===== config.mk =====
export PLATFORM = sky130hd
export DESIGN_NAME = bfm_modred
export DESIGN_NICKNAME = d
export VERILOG_FILES = /design/src/rtl/bfm_pkg.sv /design/src/rtl/bfm_modred.sv
export SDC_FILE = /design/constraint.sdc
export NUM_CORES = 1
export LEC_CHECK = 0
export CAP_MARGIN = 25
export CORE_ASPECT_RATIO = 1.5
export CORE_MARGIN = 4
export CORE_UTILIZATION = 30
export DETAILED_ROUTE_END_ITERATION = 12
export DONT_BUFFER_PORTS = 1
export GPL_ROUTABILITY_DRIVEN = 0
export HOLD_SLACK_MARGIN = 0.12
export SLEW_MARGIN = 20
export SYNTH_ARGS = -nofsm -noshare
export SYNTH_HDL_FRONTEND = slang
export SYNTH_SLANG_ARGS = --single-unit

===== constraint.sdc =====
create_clock -name clk -period 9.35 [get_ports clk]
set_input_delay 1.87 -clock clk [delete_from_list [all_inputs] [get_ports clk]]
set_output_delay 1.87 -clock clk [all_outputs]
set_load 0.01 [all_outputs]

===== src/rtl/bfm_pkg.sv =====
// shared types and constants for the mod-prime bloom filter core
// used by bfm_ctrl, bfm_modred and bloom_filter_modprime_core
package bfm_pkg;

  localparam int unsigned NUM_TABLES_DEF      = 8;
  localparam int unsigned WORDS_PER_TABLE_DEF = 1250;
  localparam int unsigned MAX_TABLES          = 8;

  localparam int unsigned OP_W   = 2;
  localparam int unsigned KEY_W  = 64;
  localparam int unsigned IDX_W  = 14;
  localparam int unsigned WORD_W = 64;

  // remainder width: every prime is below 2**17
  localparam int unsigned RES_W      = 17;
  localparam int unsigned NIB_W      = 4;
  localparam int unsigned HASH_STEPS = KEY_W / NIB_W;
  localparam int unsigned BIT_W      = 6;

  localparam logic [RES_W-1:0] PRIMES [MAX_TABLES] = '{
    RES_W'(79559), RES_W'(79631), RES_W'(79691), RES_W'(79697),
    RES_W'(79811), RES_W'(79841), RES_W'(79901), RES_W'(79997)
  };

  typedef enum logic [OP_W-1:0] {
    OP_INSERT = 2'd0,
    OP_QUERY  = 2'd1,
    OP_MERGE  = 2'd2
  } op_t;

  typedef enum logic [2:0] {
    ST_CLEAR,
    ST_IDLE,
    ST_HASH,
    ST_READ,
    ST_UPDATE
  } state_t;

  typedef struct packed {
    logic in_ready;
    logic clearing;
    logic hash_step;
    logic rd_en;
    logic update;
    logic load_out;
    op_t  op;
  } ctl_t;

endpackage


===== src/rtl/bfm_modred.sv =====
// key modulo a fixed prime, four key bits per step, msb first
// depends on bfm_pkg
module bfm_modred #(
  parameter logic [bfm_pkg::RES_W-1:0] PRIME = bfm_pkg::PRIMES[0]
) (
  input  logic                      clk,
  input  logic                      start,
  input  logic                      step,
  input  logic [bfm_pkg::NIB_W-1:0] nib,
  output logic [bfm_pkg::RES_W-1:0] rem
);
  import bfm_pkg::*;

  localparam int unsigned XW = RES_W + NIB_W;

  logic [XW-1:0]    x;
  logic [RES_W-1:0] rem_next;

  // rem < prime, so rem*16 + nib < 16*prime: one conditional subtract per bit
  always_comb begin
    x = {rem, nib};
    for (int i = NIB_W - 1; i >= 0; i--) begin
      if (x >= (XW'(PRIME) << i)) begin
        x = x - (XW'(PRIME) << i);
      end
    end
    rem_next = RES_W'(x);
  end

  always_ff @(posedge clk) begin
    if (start) begin
      rem <= '0;
    end else if (step) begin
      rem <= rem_next;
    end
  end

endmodule


# Yosys cells after proc, flatten, opt, wreduce, memory -nomap -nowiden
# Cells that the tools add are included.
# word_totals
wordCells,13
register_bits,17
in_bits,7
output_inout_bits,17
# op_classes
order_cmp,4
n_addsub,4
n_mux,4
# ops
cell,n
2-to-1 mux 21 bit,3
>= comparator 21 x 17 -> 1 bit (second input constant),1
>= comparator 21 x 18 -> 1 bit (second input constant),1
>= comparator 21 x 19 -> 1 bit (second input constant),1
>= comparator 21 x 20 -> 1 bit (second input constant),1
subtractor 21 x 18 -> 21 bit (second input constant),1
subtractor 21 x 19 -> 21 bit (second input constant),1
subtractor 21 x 20 -> 21 bit (second input constant),1
2-to-1 mux 17 bit,1
subtractor 17 bit (second input constant),1

# Logic depth before layout (Yosys ltp)
# logic_depth
depth_word,8
mapped_depth,30
ltp_nobuf,25

# Least setup slack after synthesis
# OpenSTA, ideal clock, no wires.
# synth_path
kind,input -> register
startpoint,in nib[1] in the netlist's numbering
endpoint,reg rem[2] in the netlist's numbering
path_buffers,3
required_ns,9.255
arrival_ns,7.843
setup_ns,0.095
cell_stages,26
slack_ns,1.412
path_cell_list,clkbuf_1 -> nor4bb_1 -> and4_2 -> o31ai_4 -> nor4_1 -> o221ai_1 -> nor3_4 -> a21oi_4 -> buf_4 -> xnor2_1 -> ha_1 -> o211ai_1 -> and4_1 -> o21ai_4 -> a211oi_4 -> buf_2 -> xnor2_1 -> ha_1 -> nand2_1 -> or4_1 -> mux2i_1 -> nand4_1 -> o32a_1 -> o211a_4 -> or4_1 -> o311ai_1
# synth_via
elab_chain_len,8
word_cells_on_any_way,12
classes_between,add/sub (4); order compare (4); mux (4)
# synth_lines
item,line,source
from (decl),bfm_modred.sv:9,"input logic [bfm_pkg::NIB_W-1:0] nib,"
subtractor 21 x 20 -> 21 bit / >= comparator 21 x 20 -> 1 bit (equally long branches),"bfm_modred.sv:24, bfm_modred.sv:23",
2-to-1 mux 21 bit (*),bfm_modred.sv:23,if (x >= (XW'(PRIME) << i)) begin
subtractor 21 x 19 -> 21 bit / >= comparator 21 x 19 -> 1 bit (equally long branches),"bfm_modred.sv:24, bfm_modred.sv:23",
2-to-1 mux 21 bit (*),bfm_modred.sv:23,
subtractor 21 x 18 -> 21 bit / >= comparator 21 x 18 -> 1 bit (equally long branches),"bfm_modred.sv:24, bfm_modred.sv:23",
2-to-1 mux 21 bit (*),bfm_modred.sv:23,
subtractor 17 bit / >= comparator 21 x 17 -> 1 bit (equally long branches),"bfm_modred.sv:24, bfm_modred.sv:23",
2-to-1 mux 17 bit (*),bfm_modred.sv:23,
to (signal assigned),bfm_modred.sv:34,rem <= rem_next;
to (decl),bfm_modred.sv:10,output logic [bfm_pkg::RES_W-1:0] rem
# Mark *: on every way between the ends. The rest lies on a longest branch, timed or not.
# A chain may end at the register's enable or synchronous reset.

# Worst setup path after layout
# layout_path
startpoint,in nib[3] in the netlist's numbering
endpoint,reg rem[8] in the netlist's numbering
# Same word-level chain as after synthesis.

==> metrics.csv <==
stage,metric,value,unit
yosys,sequential_share_of_the_synthesized_area,7.977,%
timing,final.min_clock_period,8.862,ns
yosys,ys_warn_count,0,
cts,cts_tree,done,
detailed_routing,routed_wire_length_per_instance,21.86,um
yosys,dominantRegCellSynth,sky130_fd_sc_hd__dfxtp_1,
worst_setup_path,cp.arrival,8.99,ns
yosys,async_reset_ff_share,0,%
worst_setup_path,worst_setup_path_end_kind,flop,
die,placeableCoreArea,13990,um^2
yosys,syn_avg_cell_area,7.485,um^2
layout,multi_input_logic_area,3714,um^2
cts,h_tree_levels,1,
worst_setup_path,setup.worst_path.class,primary input to flop,
cts,clock_latency_of_the_later_clocked_register_in_the_worst_skew_pair,0.25,ns
min_path,hold_path_startpoint,rem[7],
layout,antenna-diode-count,0,
layout,post_layout_net_count,556,
worst_setup_path,critPathRequiredTime,9.48,ns
timing,fin_tns_setup,0,ns
global_route,number_of_global_route_vias_before_repair,4597,
yosys,netlist_instances,570,
worst_setup_path,worst_setup_path_start_kind,primary input,
timing,worst_slew_margin_rel,34.06,%
global_route,number_of_antenna_violations_at_the_first_check_in_global_routing,0,
timing,setup_viol_count_final,0,
yosys,synthesis.area,4267,um^2
global_route,track_usage,19.00,%
timing,fin_worst_skew,0.001241,ns
layout,register_area,340.3,um^2
min_path,whs_path_depth,3,
die,placementRows,53,
place,port_buffers,0,
cts,tritoncts.num_buffers,3,
detailed_routing,via_per_inst,6.630,
yosys,synth.top_cells.by_area,"sky130_fd_sc_hd__dfxtp_1 (8.0%), sky130_fd_sc_hd__xnor2_1 (6.8%), sky130_fd_sc_hd__nand2_1 (4.0%), sky130_fd_sc_hd__nor2_1 (4.0%), sky130_fd_sc_hd__a21oi_1 (3.4%)",
timing,layout_worst_path_cycle_share,94.78,%
timing,rsz0062_at_grt,no,
die,die_area,16230,um^2
cts,post-cts-setup-buffers,0,
min_path,min-delay-path-class,flop to flop,
cts,sink_count_of_the_clock_tree,17,
cts,cts_hold_buf,0,
global_route,grt_max_degree,23,
layout,largest_register,rem,
worst_setup_path,worst-r2r-cell-count,24,
worst_setup_path,regToRegSetupSlack,1.34,ns
layout,largest_reg_flops,17,
layout,post_route_cells_drive_above_1_share,12.50,%
detailed_routing,drc_errors,0,
run_status,status,completed,
detailed_routing,drt_pass1_iterations,5,
flow_run,maxCapViolCount,0,
place,dpl.hpwl,12680,um
detailed_routing,detailroute.via_count,4880,
worst_setup_path,worstPathMaxFanout,20,
yosys,postSynthNetCount,581,
yosys,synth.largest_area_cell,sky130_fd_sc_hd__dfxtp_1,
die,start_util,30.49,%
yosys,synth.lib_cells_used.distinct,106,
detailed_routing,drc_marker_count_from_the_first_detailed_route_iteration,475,
timing,clock.fmax,112.8,MHz
detailed_routing,post_detailed_routing_wire_length,16090,um
global_route,grt_pass1_wl,25010,um
worst_setup_path,timing.rr.start,rem[0],
timing,max_slew.worst_pin.slew,0.9821,ns
timing,hold_viol,0,
layout,fillCellCount,1514,
layout,flow.area_growth_from_synthesis,4.047,%
cts,clockRootBuffer,sky130_fd_sc_hd__clkbuf_16,
global_route,grt.overflow.total,0,
yosys,post_synth_most_frequent_cells,"sky130_fd_sc_hd__nand2_1 (45), sky130_fd_sc_hd__nor2_1 (45), sky130_fd_sc_hd__xnor2_1 (33)",
yosys,yosys.area.top_type_share,7.977,%
die,die_height,154.1,um
timing,timing_max_transition_violations_final,0,
yosys,postSynthRegisterBits,17,
detailed_routing,drt.antenna.violating_nets,0,
cts,clock_path_buffers,2,
worst_setup_path,critical_path.reg2reg.endpoint,rem[8],
min_path,worst_hold_path.endpoint,rem[7],
layout,largest_registers,rem x17,
die,pin_count,24,
cts,post_cts.resized_instances,0,
yosys,synth_edf_count,0,
die,die-width,105.4,um
cts,clkTransAtPathRegs,0.05,ns
## worst max path at each step
stage | start | to | cells past startpoint
5_1_grt | nib[3] | rem[8] | 24
3_5_place_dp | nib[3] | rem[8] | 24
4_1_cts | nib[3] | rem[8] | 24
3_3_place_gp | nib[3] | rem[8] | 24
6_report | nib[3] | rem[8] | 24
2_1_floorplan | nib[1] | rem[2] | 26
## metrics by stage
stage	cell area [um^2]	instances	hold WS [ns]	setup WS (ns)	util [%]
2_1_floorplan	4267	570	0.5836	1.412	-
3_3_place_gp	4354	731	0.6865	0.7979	31.12
3_5_place_dp	4354	731	0.7021	0.5024	31.12
4_1_cts	4434	735	0.7088	0.7379	31.69
5_1_grt	4439	736	0.7318	0.02453	31.73
6_report	4439	736	0.7198	0.4883	31.73
## area by class of cell
class                           count  share of cell area (%)
Clock buffer                        3                   1.691
Clock inverter                      1                  0.1127
Inverter                           10                  0.8455
Multi-Input combinational cell    509                   83.65
Sequential cell                    17                   7.666
Tap cell                          192                   5.411
Timing Repair Buffer                4                  0.6201
## worst max-delay path, stage by stage
cell and delay (ns):
sky130_fd_sc_hd__ha_1 0.24, sky130_fd_sc_hd__nand2_1 0.11, sky130_fd_sc_hd__a211oi_2 0.49, sky130_fd_sc_hd__o31ai_4 0.26
sky130_fd_sc_hd__nor4_1 0.50, sky130_fd_sc_hd__nor3b_1 0.16, sky130_fd_sc_hd__a21oi_1 0.77, sky130_fd_sc_hd__a21oi_4 0.23
sky130_fd_sc_hd__xnor2_1 0.45, sky130_fd_sc_hd__ha_1 0.33, sky130_fd_sc_hd__o211ai_1 0.21, sky130_fd_sc_hd__and4_1 0.32
sky130_fd_sc_hd__o21ai_4 0.28, sky130_fd_sc_hd__a211oi_4 0.12, sky130_fd_sc_hd__xnor2_1 0.27, sky130_fd_sc_hd__ha_1 0.30
sky130_fd_sc_hd__nand2_1 0.06, sky130_fd_sc_hd__or4_1 0.40, sky130_fd_sc_hd__mux2i_1 0.16, sky130_fd_sc_hd__nand4_1 0.11
sky130_fd_sc_hd__o32a_1 0.40, sky130_fd_sc_hd__o211ai_2 0.33, sky130_fd_sc_hd__a211oi_1 0.17, sky130_fd_sc_hd__or3_1 0.41
## logic make-up (layout without fill, tap and decap cells)
kind of cell | after synthesis | count (layout) | share of synthesized area (%)
AND/OR/NAND/NOR | 236 | 236 | 32.23
adder cells (fa/ha/maj) | 4 | 4 | 1.173
AO/OA/AOI/OAI | 211 | 211 | 40.79
flip-flops | 17 | 17 | 7.977
multiplexers | 15 | 15 | 3.666
buffers and inverters | 44 | 18 | 4.985
XOR/XNOR | 43 | 43 | 9.179
## cell usage in the layout (no fill, tap or decap), drive strengths merged, types with 10 or more instances in the layout
cell type,n
o21ai,33
nor2,46
nand2,45
o211ai,16
nand3,22
inv,10
nor4,12
nor3,21
mux2i,10
a31oi,10
dfxtp,17
xnor2,35
a21oi,32
and3,14
a211oi,13
a21o,10
## layer usage
layer | GRT usage (%) | part of all wire [%] | up-vias
met2 | 33.45 | 49 | 281
met5 | 0 | 0 | -
met4 | 15.95 | 9.3 | 0
met3 | 2.268 | 6.5 | 90
met1 | 19.83 | 35 | 2306
li1 | - | - | 2203
Power is not shown: default switching activity piles up to over one toggle a cycle in this logic, so the estimate is an artifact.
