### src/rtl/bfm_pkg.sv
// shared types and constants for the mod-prime bloom filter core
// used by bfm_ctrl, bfm_modred and bloom_filter_modprime_core
package bfm_pkg;

  localparam int unsigned NUM_TABLES_DEF      = 8;
  localparam int unsigned WORDS_PER_TABLE_DEF = 1250;
  localparam int unsigned MAX_TABLES          = 8;

  localparam int unsigned OP_W   = 2;
  localparam int unsigned KEY_W  = 64;
  localparam int unsigned IDX_W  = 14;
  localparam int unsigned WORD_W = 64;

  // remainder width: every prime is below 2**17
  localparam int unsigned RES_W      = 17;
  localparam int unsigned NIB_W      = 4;
  localparam int unsigned HASH_STEPS = KEY_W / NIB_W;
  localparam int unsigned BIT_W      = 6;

  localparam logic [RES_W-1:0] PRIMES [MAX_TABLES] = '{
    RES_W'(79559), RES_W'(79631), RES_W'(79691), RES_W'(79697),
    RES_W'(79811), RES_W'(79841), RES_W'(79901), RES_W'(79997)
  };

  typedef enum logic [OP_W-1:0] {
    OP_INSERT = 2'd0,
    OP_QUERY  = 2'd1,
    OP_MERGE  = 2'd2
  } op_t;

  typedef enum logic [2:0] {
    ST_CLEAR,
    ST_IDLE,
    ST_HASH,
    ST_READ,
    ST_UPDATE
  } state_t;

  typedef struct packed {
    logic in_ready;
    logic clearing;
    logic hash_step;
    logic rd_en;
    logic update;
    logic load_out;
    op_t  op;
  } ctl_t;

endpackage

### src/rtl/bfm_ctrl.sv
// sequencer: clearing pass, hash steps, bank read and read-modify-write
// depends on bfm_pkg
module bfm_ctrl #(
  parameter int unsigned WORDS_PER_TABLE = bfm_pkg::WORDS_PER_TABLE_DEF
) (
  input  logic                               clk,
  input  logic                               rst,
  input  logic                               in_valid,
  input  logic [bfm_pkg::OP_W-1:0]           op,
  input  logic                               out_valid,
  input  logic                               out_ready,
  output bfm_pkg::ctl_t                      ctl,
  output logic [$clog2(WORDS_PER_TABLE)-1:0] clr_addr
);
  import bfm_pkg::*;

  localparam int unsigned AW = $clog2(WORDS_PER_TABLE);
  localparam int unsigned CW = $clog2(HASH_STEPS);

  state_t         state, state_next;
  op_t            op_q;
  logic [CW-1:0]  hash_cnt;
  logic [AW-1:0]  clr_cnt;
  logic           accept;
  logic           slot_free;

  assign accept    = in_valid && (state == ST_IDLE);
  assign slot_free = !out_valid || out_ready;
  assign clr_addr  = clr_cnt;

  always_comb begin
    state_next = state;
    unique case (state)
      ST_CLEAR: begin
        if (clr_cnt == AW'(WORDS_PER_TABLE - 1)) state_next = ST_IDLE;
      end
      ST_IDLE: begin
        if (in_valid) begin
          unique case (op_t'(op))
            OP_INSERT, OP_QUERY: state_next = ST_HASH;
            OP_MERGE:            state_next = ST_READ;
            default:             state_next = ST_IDLE;
          endcase
        end
      end
      ST_HASH: begin
        if (hash_cnt == CW'(HASH_STEPS - 1)) state_next = ST_READ;
      end
      ST_READ: state_next = ST_UPDATE;
      ST_UPDATE: begin
        // a query waits here until the result register is free
        if (op_q != OP_QUERY || slot_free) state_next = ST_IDLE;
      end
      default: state_next = ST_CLEAR;
    endcase
  end

  always_comb begin
    ctl           = '0;
    ctl.op        = op_q;
    ctl.in_ready  = (state == ST_IDLE);
    ctl.clearing  = (state == ST_CLEAR);
    ctl.hash_step = (state == ST_HASH);
    ctl.rd_en     = (state == ST_READ);
    ctl.update    = (state == ST_UPDATE) && (op_q != OP_QUERY || slot_free);
    ctl.load_out  = ctl.update && (op_q == OP_QUERY);
  end

  always_ff @(posedge clk) begin
    if (rst) begin
      state    <= ST_CLEAR;
      clr_cnt  <= '0;
      hash_cnt <= '0;
    end else begin
      state <= state_next;
      if (state == ST_CLEAR) clr_cnt <= clr_cnt + AW'(1);
      if (accept) begin
        hash_cnt <= '0;
      end else if (state == ST_HASH) begin
        hash_cnt <= hash_cnt + CW'(1);
      end
    end
  end

  always_ff @(posedge clk) begin
    if (accept) op_q <= op_t'(op);
  end

endmodule

### config.mk
export PLATFORM = sky130hd
export DESIGN_NAME = bfm_ctrl
export DESIGN_NICKNAME = d
export VERILOG_FILES = /design/src/rtl/bfm_pkg.sv /design/src/rtl/bfm_ctrl.sv
export SDC_FILE = /design/constraint.sdc
export NUM_CORES = 1
export LEC_CHECK = 0
export BUFFER_PORTS_ARGS = -buffer_cell sky130_fd_sc_hd__buf_4
export CAP_MARGIN = 20
export CORE_ASPECT_RATIO = 0.75
export CORE_MARGIN = 3
export CORE_UTILIZATION = 50
export CTS_BUF_LIST = sky130_fd_sc_hd__clkbuf_16
export DETAILED_ROUTE_END_ITERATION = 8
export GPL_TIMING_DRIVEN = 0
export PLACE_DENSITY = 0.79
export SLEW_MARGIN = 10
export SYNTH_ARGS = -nofsm -noshare
export SYNTH_HDL_FRONTEND = slang
export SYNTH_SLANG_ARGS = --single-unit
### constraint.sdc
create_clock -name clk -period 2.35 [get_ports clk]
set_clock_uncertainty 0.05 [all_clocks]
set_input_delay 0.1175 -clock clk [delete_from_list [all_inputs] [get_ports clk]]
set_output_delay 0.1175 -clock clk [all_outputs]
set_load 0.02 [all_outputs]
Word level (Yosys, flattened, before mapping). Cells that the tools add are included. Widths: inputs -> output; s select.

Input bits: 7. Output and inout port bits: 19. Register bits: 20.

Reductions and logical operators: 11. Mux-type cells: 6. Eq/ne operators: 14. $add $sub $neg: 2.

Operators by type and width (number): $pmux 3 s5 (1); $mux 3 (4); $add 11x1->11 const B (1); $eq 11x11->1 const B (1); $eq 3x2->1 const B (2); $ne 2x1->1 const B (3); $add 4x1->4 const B (1); $eq 2x1->1 const B (2); $eq 4x4->1 const B (1); $ne 2x2->1 const B (2); $pmux 2 s2 (1); $reduce_and 4->1 (1); $reduce_or 2->1 (2); $eq 3x1->1 const B (1); $eq 3x3->1 const B (1); $logic_and 1x1->1 (3); $logic_not 3->1 (1); $eq 2x2->1 const B (1); $logic_not 2->1 (1); $logic_or 1x1->1 (2); $logic_not 1->1 (1).

Logic depth before layout (Yosys ltp).
Depth in word-level cells: 5. Depth in mapped cells: 6. Depth with buffers taken out: 6.

Worst setup path before layout. No wires, ideal clock.

Kind: register to register. Start: register clr_cnt[0], in the netlist clr_addr[0]. End: register clr_cnt[10], in the netlist clr_addr[10]. Cell stages (with the launch flop): 6. Path slack: 0.510 ns. Buffers on the path: 0. Arrival: 1.662 ns. Period minus slack after synthesis: 1.840 ns. Library setup time: 0.128 ns. Cells stage by stage: dfxtp_1 ha_1 or4b_4 nor4_4 xnor2_1 nor2_1.

Cells in the longest elaborated chain, start to end: 1.

Ends and longest elaborated chain: start: declaration (RTL line bfm_ctrl.sv:23) `logic [AW-1:0] clr_cnt;`; start signal: assignment (RTL line bfm_ctrl.sv:76) `if (state == ST_CLEAR) clr_cnt <= clr_cnt + AW'(1);`; $add 11x1->11 (RTL line bfm_ctrl.sv:76).

Every way passes these cells. A chain may end at the register's enable or synchronous reset.

Worst setup path in the final report.
Start: register op_q[1]. End: register state[0].

Cells in the longest elaborated chain, start to end: 4.

Ends and longest elaborated chain: start: declaration (RTL line bfm_ctrl.sv:21) `op_t op_q;`; start signal: assignment (RTL line bfm_ctrl.sv:86) `if (accept) op_q <= op_t'(op);`; $ne 2x1->1 (RTL line bfm_ctrl.sv:52) `if (op_q != OP_QUERY || slot_free) state_next = ST_IDLE;`; $logic_or 1x1->1 (RTL line bfm_ctrl.sv:52); $ne 2x2->1 (no source line); $reduce_and 4->1 (no source line); end signal: assignment (RTL line bfm_ctrl.sv:75) `state <= state_next;`; end: declaration (RTL line bfm_ctrl.sv:20) `state_t state, state_next;`.

Every way passes these cells.

==> flow_summary.json <==
{
  "outcome": "completed",
  "yosysTopAreaCell": "dfxtp_1",
  "num_io_pins": 26,
  "cp.required_ps": 2470,
  "yosys-top-cells-count": "19 x nor2_1, 18 x dfxtp_1, 7 x xnor2_1",
  "cts.sinks": 20,
  "rr_startpoint": "op_q[1]",
  "via_per_inst": 5.544,
  "cts_buffer_depth": 2,
  "holdWs_ps": 10.68,
  "cts-root-buf": "clkbuf_16",
  "die_w_um": 57.57,
  "dp_hpwl_um": 1659,
  "drc": 0,
  "cp-endpoint": "state[0]",
  "max-vdd-ir-drop_uv": 841.6,
  "synthDistinctLibCells": 36,
  "fmax_mhz": 514.6,
  "post_cts_buffers": 0,
  "synth-seq-cells": 20,
  "pwr-share-comb": 0.375,
  "antenna_found_initial": 0,
  "synth.most_common_cell": "nor2_1",
  "h-tree-depth": 1,
  "start_kind": "flip-flop",
  "r2r-end": "state[0]",
  "arrival_ps": 2060,
  "finalSetupViolations": 0,
  "p_int_uw": 815.0,
  "num_vias": 887,
  "cts_tree": "yes",
  "layout.cells.non_filler": 160,
  "clock_latency_ps": 250,
  "cp_cell_sequence": "nor4bb_1 > a32oi_1 > nor4b_1 > nor3_1",
  "crit_path_max_fanout": 4,
  "dpl.cell_count": 155,
  "grt_pass1_wl_um": 3822,
  "synthTopCellsByArea": "dfxtp_1 36%, nor2_1 7.2%, xnor2_1 6.1%",
  "grt_max_degree": 12,
  "drtPass1Iterations": 4,
  "rrSetupSlack_ps": 410,
  "reg2reg_depth": 4,
  "hold_class": "in -> reg",
  "leakage_uw": 0.0005305,
  "fill_cells": 141,
  "wl_um": 2338,
  "fin_crit_sh": 0.8268,
  "cts_resized": 0,
  "tightest_slew_ps": 754.2,
  "avgRoutedWirePerCell_um": 14.61,
  "cts_buffers": 3,
  "chipHeight_um": 44.68,
  "ys_seq_area_frac": 0.4216,
  "grt-ovfl-total": 0,
  "cp_slowest_cell": "nor4bb_1",
  "globalplace.congestion": 0.7477,
  "syn-num-nets": 118,
  "core_area_mm2": 0.001805,
  "p_per_area_mw_per_mm2": 977.5,
  "io_buffers": 25,
  "p_sw_frac": 0.3592,
  "hold_viol": 0,
  "worst-setup-path-type": "reg -> reg",
  "crit_start": "op_q[1]",
  "min_period_ps": 1943,
  "clockPowerShare": 0.279,
  "rsz0062_at_grt": "no",
  "grt_pass1_vias": 838,
  "slew_violations": 0,
  "holdBufCountCts": 1,
  "die_area_mm2": 0.002572,
  "rows": 13,
  "max_stage_delay_ps": 690,
  "drv_cap": 0,
  "drtIter0Drc": 19,
  "nets": 149,
  "syn2layout_area_growth_pct": 30.49,
  "async_flop_share": 0,
  "yosys_warnings": 0,
  "clk_pin_slew_ps": 60,
  "syn_area_per_cell_um2": 9.233,
  "p_sw_uw": 456.9,
  "drive_gt1_frac": 0.2609,
  "slew_headroom": 0.4903,
  "start_util": 0.5523,
  "ys.flop_type": "dfxtp_1",
  "min_path_cells": 1,
  "grt_use_total": 0.1963,
  "yosys.area.top_type_share": 0.3614,
  "pwr-share-seq": 0.346,
  "ant_nets": 0,
  "synth_edf_count": 2,
  "finalSetupTns_ps": 0,
  "num_antenna_cells": 0,
  "syn_area_um2": 997.2,
  "crit_path_end_kind": "flip-flop",
  "syn_inst": 108
}
## final cells by class
class,count,area [um2],share of cell area
Multi-Input combinational cell,79,530.5,0.4077
Tap cell,22,27.53,0.02115
Clock buffer,3,75.07,0.05769
Sequential cell,20,420.4,0.3231
Buffer,4,27.53,0.02115
Inverter,5,18.77,0.01442
Timing Repair Buffer,26,197.7,0.1519
Clock inverter,1,3.754,0.002885
## worst max-delay path: cells and delay by family (launching register included)
family	cells	cell delay [ps]
flops	1	420
compound gates	1	280
simple gates	3	1110
## layer usage
| layer | GRT usage | vias to the layer above | wire length (um) |
|---|---|---|---|
| met2 | 0.3153 | 35 | 1097 |
| met5 | 0 | - | 0 |
| li1 | - | 437 | - |
| met4 | 0.05556 | 0 | 24 |
| met1 | 0.2522 | 411 | 1043 |
| met3 | 0.06706 | 4 | 172 |
## worst min path at each step
stage               start           to  slack [ps]
detailed placement  op[0]      op_q[0]         260
global route        op[1]      op_q[1]           9
finish              op[1]      op_q[1]          10
CTS                 op[1]      op_q[1]          10
floorplan             rst  clr_addr[6]         140
global placement    op[0]      op_q[0]         260
## per-stage QoR
| step | utilization | total power (uW) | instance area, um2 | worst slack (ps) |
|---|---|---|---|---|
| finish | 0.7207 | 1272 | 1301 | 406.9 |
| global placement | 0.6715 | 891.9 | 1212 | 508.7 |
| detailed placement | 0.6715 | 910.1 | 1212 | 492.3 |
| global route | 0.7207 | 1343 | 1301 | 310.0 |
| CTS | 0.7207 | 1270 | 1301 | 430.0 |
| floorplan | - | 758.2 | 997.2 | 510.1 |
## sequential cells by signal, indices dropped and copies added (netlist names)
register and flops:
clr_addr 11, hash_cnt 4, state 3, op_q 2
## power groups by stage
stage | clock network [uW] | registers (uW) | logic [uW]
final | 354 | 440 | 478
after global routing | 373 | 448 | 522
after CTS | 354 | 440 | 476
after detailed placement | 0 | 446 | 464
after global placement | 0 | 443 | 449
after floorplan | 0 | 465 | 293
## cell families (layout without fill, tap and decap cells)
group | count (synthesis) | count (layout) | synth area share
and+or+nand+nor | 52 | 52 | 0.3087
DFF | 20 | 20 | 0.4216
xor gates and xnor gates | 12 | 12 | 0.1054
AOI/OAI and AO/OA | 10 | 10 | 0.06023
buffers and inverters | 9 | 39 | 0.04641
adders and majority gates | 3 | 3 | 0.03765
muxes | 2 | 2 | 0.02008
## cell usage in the layout, fill, tap and decap left out, drive strengths merged, types with 3 or more instances in the layout
master	synthesis	routed
a21oi	5	5
clkbuf	1	4
nand4	4	4
nor3	4	4
dfxtp	18	18
nor2	19	19
nor4	3	3
or4b	3	3
inv	4	5
nand2	5	5
xnor2	7	7
xor2	5	5
ha	3	3
buf	3	28
nand3	3	3
Power figures use the tool's default switching activity.
